**config.mk**
```make
export PLATFORM = sky130hd
export DESIGN_NAME = stable_priority_queue
export DESIGN_NICKNAME = d
export VERILOG_FILES = /design/src/spq_pkg.sv /design/src/spq_ram.sv /design/src/spq_ctrl.sv /design/src/stable_priority_queue.sv
export SDC_FILE = /design/constraint.sdc
export NUM_CORES = 1
export LEC_CHECK = 0
export ABC_AREA = 0
export ABC_CLOCK_PERIOD_IN_PS = 12300
export BUFFER_PORTS_ARGS = -buffer_cell sky130_fd_sc_hd__buf_2
export CORE_UTILIZATION = 50
export DETAILED_ROUTE_END_ITERATION = 16
export PLACE_DENSITY = 0.65
export SKIP_CTS_REPAIR_TIMING = 1
export SYNTH_ARGS = -nofsm -noshare
export SYNTH_HDL_FRONTEND = slang
export SYNTH_SLANG_ARGS = --single-unit
```
**constraint.sdc**
```tcl
create_clock -name clk -period 12.3 [get_ports clk]
set_input_delay 2.46 -clock clk [delete_from_list [all_inputs] [get_ports clk]]
set_output_delay 2.46 -clock clk [all_outputs]
set_load 0.01 [all_outputs]
```
**src/spq_pkg.sv**
```systemverilog
// shared types and constants of the stable priority queue
// no dependencies; imported by every module of the block except spq_ram
package spq_pkg;

	localparam int DEPTH  = 16;
	localparam int AW     = $clog2(DEPTH);
	localparam int CW     = $clog2(DEPTH + 1);
	localparam int FILL_W = 5;

	typedef logic [AW-1:0] addr_t;
	typedef logic [CW-1:0] cnt_t;

	// command codes carried on s_tuser
	localparam logic CMD_INSERT = 1'b0;
	localparam logic CMD_POP    = 1'b1;

	typedef enum logic [1:0] {
		ST_INSERTED = 2'd0,
		ST_POPPED   = 2'd1,
		ST_EMPTY    = 2'd2,
		ST_FULL     = 2'd3
	} status_t;

	// stored entry, same layout as one slot word
	typedef struct packed {
		logic [15:0] code;
		logic [7:0]  kind;
		logic [7:0]  prio;
	} entry_t;

	localparam int ENTRY_W = $bits(entry_t);

	// one finished result from the sequencer
	typedef struct packed {
		status_t           status;
		entry_t            head;
		logic [FILL_W-1:0] fill;
	} result_t;

endpackage

```
**src/spq_ram.sv**
```systemverilog
// generic single-write, single-read ram with registered read data
// no dependencies
module spq_ram #(
	parameter int WIDTH = 32,
	parameter int DEPTH = 16
) (
	input  logic                     clk,
	input  logic                     wr_en,
	input  logic [$clog2(DEPTH)-1:0] wr_addr,
	input  logic [WIDTH-1:0]         wr_data,
	input  logic [$clog2(DEPTH)-1:0] rd_addr,
	output logic [WIDTH-1:0]         rd_data
);

	logic [WIDTH-1:0] mem_q [DEPTH];

	// write port and registered read port
	always_ff @(posedge clk) begin
		if (wr_en) begin
			mem_q[wr_addr] <= wr_data;
		end
		rd_data <= mem_q[rd_addr];
	end

endmodule

```
**src/spq_ctrl.sv**
```systemverilog
// sequencer of the priority queue: circular slot store, one compare per step
// depends on spq_pkg and spq_ram
module spq_ctrl (
	input  logic             clk,
	input  logic             arst_n,
	input  logic             in_valid,
	output logic             in_ready,
	input  logic             in_cmd,
	input  spq_pkg::entry_t  in_entry,
	output logic             res_valid,
	input  logic             res_ready,
	output spq_pkg::result_t res
);
	import spq_pkg::*;

	typedef enum logic [2:0] {
		S_IDLE,
		S_RD,
		S_CMP,
		S_PLACE,
		S_POPRD,
		S_POPDAT,
		S_OUT
	} state_t;

	state_t  state_q;
	addr_t   head_q;
	cnt_t    occ_q;
	addr_t   k_q;
	entry_t  new_q;
	result_t res_q;

	logic   wr_en;
	addr_t  wr_addr;
	entry_t wr_data;
	addr_t  rd_addr;
	entry_t rd_data;
	logic   accept;
	logic   greater;

	// physical slot of logical position off behind the head
	function automatic addr_t phys(addr_t base, logic [AW:0] off);
		logic [AW:0] sum;
		sum = {1'b0, base} + off;
		if (sum >= (AW+1)'(DEPTH)) begin
			sum = sum - (AW+1)'(DEPTH);
		end
		return sum[AW-1:0];
	endfunction

	assign in_ready  = (state_q == S_IDLE);
	assign accept    = in_valid && in_ready;
	assign res_valid = (state_q == S_OUT);
	assign res       = res_q;

	// the single compare: stored entry ranks behind the new one
	assign greater = (rd_data.prio > new_q.prio);

	// ram port control
	always_comb begin
		wr_en   = 1'b0;
		wr_addr = phys(head_q, {1'b0, k_q} + 1'b1);
		wr_data = new_q;
		rd_addr = head_q;
		case (state_q)
			S_RD: begin
				rd_addr = phys(head_q, {1'b0, k_q});
			end
			S_CMP: begin
				// prefetch the next lower position while comparing this one
				rd_addr = phys(head_q, {1'b0, k_q - 1'b1});
				wr_en   = 1'b1;
				wr_data = greater ? rd_data : new_q;
			end
			S_PLACE: begin
				wr_en   = 1'b1;
				wr_addr = head_q;
			end
			default: begin
			end
		endcase
	end

	spq_ram #(
		.WIDTH(ENTRY_W),
		.DEPTH(DEPTH)
	) u_ram (
		.clk    (clk),
		.wr_en  (wr_en),
		.wr_addr(wr_addr),
		.wr_data(wr_data),
		.rd_addr(rd_addr),
		.rd_data(rd_data)
	);

	// sequencer state, queue bookkeeping and pending result
	always_ff @(posedge clk or negedge arst_n) begin
		if (!arst_n) begin
			state_q <= S_IDLE;
			head_q  <= '0;
			occ_q   <= '0;
			k_q     <= '0;
		end else begin
			case (state_q)
				S_IDLE: begin
					if (accept) begin
						new_q        <= in_entry;
						res_q.head   <= '0;
						res_q.fill   <= FILL_W'(occ_q);
						if (in_cmd == CMD_INSERT) begin
							if (occ_q == cnt_t'(DEPTH)) begin
								res_q.status <= ST_FULL;
								state_q      <= S_OUT;
							end else if (occ_q == '0) begin
								state_q <= S_PLACE;
							end else begin
								k_q     <= AW'(occ_q - 1'b1);
								state_q <= S_RD;
							end
						end else begin
							if (occ_q == '0) begin
								res_q.status <= ST_EMPTY;
								state_q      <= S_OUT;
							end else begin
								state_q <= S_POPRD;
							end
						end
					end
				end
				S_RD: begin
					state_q <= S_CMP;
				end
				S_CMP: begin
					if (greater) begin
						if (k_q == '0) begin
							state_q <= S_PLACE;
						end else begin
							k_q <= k_q - 1'b1;
						end
					end else begin
						occ_q        <= occ_q + 1'b1;
						res_q.status <= ST_INSERTED;
						res_q.fill   <= FILL_W'(cnt_t'(occ_q + 1'b1));
						state_q      <= S_OUT;
					end
				end
				S_PLACE: begin
					occ_q        <= occ_q + 1'b1;
					res_q.status <= ST_INSERTED;
					res_q.fill   <= FILL_W'(cnt_t'(occ_q + 1'b1));
					state_q      <= S_OUT;
				end
				S_POPRD: begin
					state_q <= S_POPDAT;
				end
				S_POPDAT: begin
					head_q       <= phys(head_q, (AW+1)'(1));
					occ_q        <= occ_q - 1'b1;
					res_q.status <= ST_POPPED;
					res_q.head   <= rd_data;
					res_q.fill   <= FILL_W'(cnt_t'(occ_q - 1'b1));
					state_q      <= S_OUT;
				end
				S_OUT: begin
					if (res_ready) begin
						state_q <= S_IDLE;
					end
				end
				default: begin
					state_q <= S_IDLE;
				end
			endcase
		end
	end

endmodule

```
**src/stable_priority_queue.sv**
```systemverilog
// top level of the stable priority queue: stream ports and output register
// depends on spq_pkg, spq_ctrl and spq_ram
//
//  channel | dir | tdata (low bit up)                         | tuser
//  s_*     | in  | entry_code, entry_kind, entry_priority     | cmd
//  m_*     | out | head_code, head_kind, head_priority, fill  | status
//
// insert: the sequencer steps past every stored entry with a greater
//   priority value; the slot ram port reads, compares and shifts one per cycle
// insert into an empty queue: placed at the head with no compare
// pop: waits on the registered ram read; full insert or empty pop: no ram access
// reset clears count, head pointer, sequencer state and output valid; slot contents stay undefined
// a result waits in the output register; the sequencer holds until it drains
module stable_priority_queue (
	input  logic        clk,
	input  logic        arst_n,
	input  logic        s_tvalid,
	output logic        s_tready,
	input  logic [31:0] s_tdata,   // entry_code[15:0], entry_kind[23:16], entry_priority[31:24]
	input  logic [0:0]  s_tuser,   // cmd
	output logic        m_tvalid,
	input  logic        m_tready,
	output logic [39:0] m_tdata,   // head_code[15:0], head_kind[23:16], head_priority[31:24],
	                               // fill_count[36:32], zero pad[39:37]
	output logic [1:0]  m_tuser    // status
);
	import spq_pkg::*;

	entry_t  in_entry;
	logic    res_valid;
	logic    res_ready;
	result_t res;
	logic    m_valid_q;
	result_t m_res_q;

	// unpack the input beat
	assign in_entry.code = s_tdata[15:0];
	assign in_entry.kind = s_tdata[23:16];
	assign in_entry.prio = s_tdata[31:24];

	spq_ctrl u_ctrl (
		.clk      (clk),
		.arst_n   (arst_n),
		.in_valid (s_tvalid),
		.in_ready (s_tready),
		.in_cmd   (s_tuser[0]),
		.in_entry (in_entry),
		.res_valid(res_valid),
		.res_ready(res_ready),
		.res      (res)
	);

	// output register, loads when empty or being drained
	assign res_ready = !m_valid_q || m_tready;

	always_ff @(posedge clk or negedge arst_n) begin
		if (!arst_n) begin
			m_valid_q <= 1'b0;
		end else if (res_ready) begin
			m_valid_q <= res_valid;
		end
	end

	always_ff @(posedge clk) begin
		if (res_ready && res_valid) begin
			m_res_q <= res;
		end
	end

	// pack the output beat
	assign m_tvalid = m_valid_q;
	assign m_tdata  = {3'b000, m_res_q.fill, m_res_q.head.prio, m_res_q.head.kind,
		m_res_q.head.code};
	assign m_tuser  = m_res_q.status;

endmodule

```
==> impl_metrics.ini <==
[floorplanning]
die_h_um = 240.8
dieArea_sq_um = 57990
die_w_um = 240.8
rows = 87
start_util_pct = 50.57
core_sq_um = 56390
io_pins = 81

[route]
drtPass1Iterations = 5
wire_per_inst_um = 24.18
drc = 0
routed_via_density = 6.218
drtIter0Drc = 1449
antenna_left = 0
vias = 17120
wl_um = 66570

[critical_path]
critPathKind = flip-flop to flip-flop
required_ns = 12.78
start_kind = flip-flop
cp_max_fo = 84
critPathTopFamily = buffers and inverters
critPathSlowestCell = nand2_4
cp_num_buf_inv = 3
path_cells = inv_4 -> nand2_1 -> nor2_1 -> nand2_1 -> xnor2_1 -> ha_1 -> xnor2_2 -> buf_4 -> nand3_4 -> nand2_4 -> buf_4 -> mux2i_1 -> a221oi_1 -> mux2_2
cp-end-kind = flip-flop
max_stage_delay_ns = 0.82
cp.arrival_ns = 6.96

[clock_network]
clock_latency_ns = 0.61
clock_path_buffers = 3
clock_sinks = 671
cts-buffers-inserted = 70
h-tree-depth = 3
tritoncts = yes
clockRootBuffer = clkbuf_16
clk_pin_slew_worst_paths_ns = 0.06

[place]
placed_area_sq_um = 29760
dp_hpwl_um = 36330
place.port_buffers = 77
place_congestion = 0.7907

[yosys]
synth-seq-cells = 671
synth_area_sq_um = 28510
synth_edf_count = 622
ys.flop_type = edfxtp_1
synth_cell_types = 63
yosysWarnings = 0
syn_avg_cell_area_sq_um = 15.04
async_reset_ff_share_pct = 2.534
ys_seq_area_share_pct = 69.24
synthCells = 1896

[timing]
rsz0062_at_grt = false
skew_ns = 0.02027
setup_viol = 0
fmax_ghz = 0.1544
min_period_ns = 6.478
slew-limit-headroom_pct = 20.56
finalHoldViolCount = 0
worst_slew_pin_slew_ns = 1.184
setup_tns_ns = 0
post-route-period-util_pct = 52.67
slew_violations = 0

[global_route]
grt_pass1_wl_um = 100800
track_usage_pct = 23.25
grt_max_degree = 102
grt_overflow = 0
grt_pass1_vias = 16790
antenna_found_initial = 2

[finish]
fin_area_sq_um = 32210
syn2layout_area_growth_pct = 12.97
final_nets = 1997
final.fill_count = 4402
drive_above_1_share_pct = 16.58

[flow_run]
drv_cap = 0

[pwr]
p_per_area_nw_per_um2 = 290.5
ir_worst_vdd_mv = 0.2874
leakage_nw = 11.10

[outcome]
outcome = complete, no violations

[min_path]
hp-class = flip-flop to flip-flop
-- where the power goes --
group / leakage [nW] / switching [mW] / internal (mW)
Clock: 1.20 / 0.878 / 1.36
Combinational: 3.81 / 2.58 / 1.45
Sequential: 6.10 / 0.164 / 2.92
Total: 11.1 / 3.62 / 5.74
-- cell type report --
class | instances | area [sq um] | area share (%)
repair buffers | 127 | 760.7 | 2.362
clock buffers | 87 | 1919 | 5.958
inverters | 23 | 88.84 | 0.2758
well taps | 756 | 945.9 | 2.936
clock inverters | 42 | 531.8 | 1.651
multi-input cells | 1046 | 8215 | 25.50
diodes | 1 | 2.502 | 0.007769
flip-flops and latches | 671 | 19750 | 61.31
-- cell usage after synthesis (3+ instances only) --
library cell	count	area share, %
a221oi_1	64	2.0
a311o_1	33	1.2
o22ai_1	3	0.066
buf_6	4	0.16
buf_2	31	0.54
mux2_1	6	0.24
nor2b_1	4	0.088
nor2_1	18	0.24
nor3_1	16	0.28
nand4_1	69	1.5
dfrtp_1	17	1.5
and4_1	32	0.98
a22o_1	33	1.0
ha_1	19	0.83
xnor2_1	14	0.43
nand2_1	88	1.2
buf_1	12	0.16
mux2i_1	129	4.5
mux2_2	57	2.3
clkbuf_1	106	1.4
a22oi_1	33	0.87
a21oi_1	18	0.32
o32ai_1	64	2.0
buf_4	5	0.13
dfxtp_1	32	2.2
and3_1	67	1.5
edfxtp_1	622	66
and2_1	31	0.68
nor3b_1	12	0.32
nand3_1	40	0.70
nand2b_1	65	1.4
a21boi_0	66	1.7
xor2_1	7	0.22
o21ai_0	19	0.33
inv_1	23	0.30
-- worst paths after layout --
kind,startpoint,endpoint,slack [ns],depth (start not counted)
max in group asynchronous,arst_n,u_ctrl.head_q[2],10.11,1
hold reg to reg,u_ctrl.res[35],m_tdata[14],0.42,0
hold / removal,u_ctrl.res[35],m_tdata[14],0.42,0
setup reg to reg,u_ctrl.state_q[2],u_ctrl.u_ram.rd_data[15],5.82,14
min in group asynchronous,arst_n,u_ctrl.head_q[0],1.81,1
setup / recovery,u_ctrl.state_q[2],u_ctrl.u_ram.rd_data[15],5.82,14
-- cell usage in the layout (no fill, tap or decap), drive strengths merged, types with 64 or more instances in the layout --
master / synthesis / layout
a21boi: 66 / 66
nand2: 89 / 89
buf: 52 / 127
mux2i: 129 / 129
nand4: 69 / 69
o32ai: 64 / 64
nand2b: 65 / 65
a221oi: 64 / 64
edfxtp: 622 / 622
clkbuf: 106 / 87
and3: 67 / 67
-- per-stage QoR --
stage | hold slack (ns) | setup WS (ns) | total power, mW | util (%) | instances
after detailed placement | 0.4045 | 5.909 | 7.133 | 52.78 | 2623
after global placement | 0.4005 | 6.124 | 7.012 | 52.78 | 2623
after CTS | 0.4132 | 5.877 | 9.396 | 57.12 | 2752
after global routing | 0.4196 | 5.390 | 9.819 | 57.12 | 2752
final | 0.4163 | 5.822 | 9.358 | 57.13 | 2753
after floorplan | 0.4003 | 6.332 | 5.982 | - | 1898
-- kinds of logic (layout without fill, tap and decap cells) --
group                      after synthesis  after routing  share of synthesized area [%]
DFF                                    671            671                          69.24
and+or+nand+nor                        452            452                          9.122
AOI/OAI and AO/OA                      354            354                          10.07
muxes                                  192            192                          7.016
buffers and inverters                  181            279                          2.690
xor gates and xnor gates                24             24                         0.8776
adders and majority gates               21             21                         0.9741
other                                    1              4                        0.01315
-- layer usage --
layer | part of all wire [%] | GRT usage (%)
met3 | 6.5 | 3.889
met1 | 44 | 32.41
met5 | 0 | 0
met4 | 2.7 | 8.400
met2 | 47 | 36.91
-- sequential cells by signal, indices dropped and copies added, names as in the netlist --
| register | cells |
|---|---|
| u_ctrl.state_q | 3 |
| u_ctrl.u_ram.mem_q | 512 |
| u_ctrl.res | 39 |
| m_tuser | 2 |
| u_ctrl.occ_q | 5 |
| u_ctrl.new_q | 32 |
| u_ctrl.head_q | 4 |
| m_tvalid | 1 |
| m_tdata | 37 |
| u_ctrl.k_q | 4 |
| u_ctrl.u_ram.rd_data | 32 |
No activity file was read; power rests on OpenSTA's default activity.
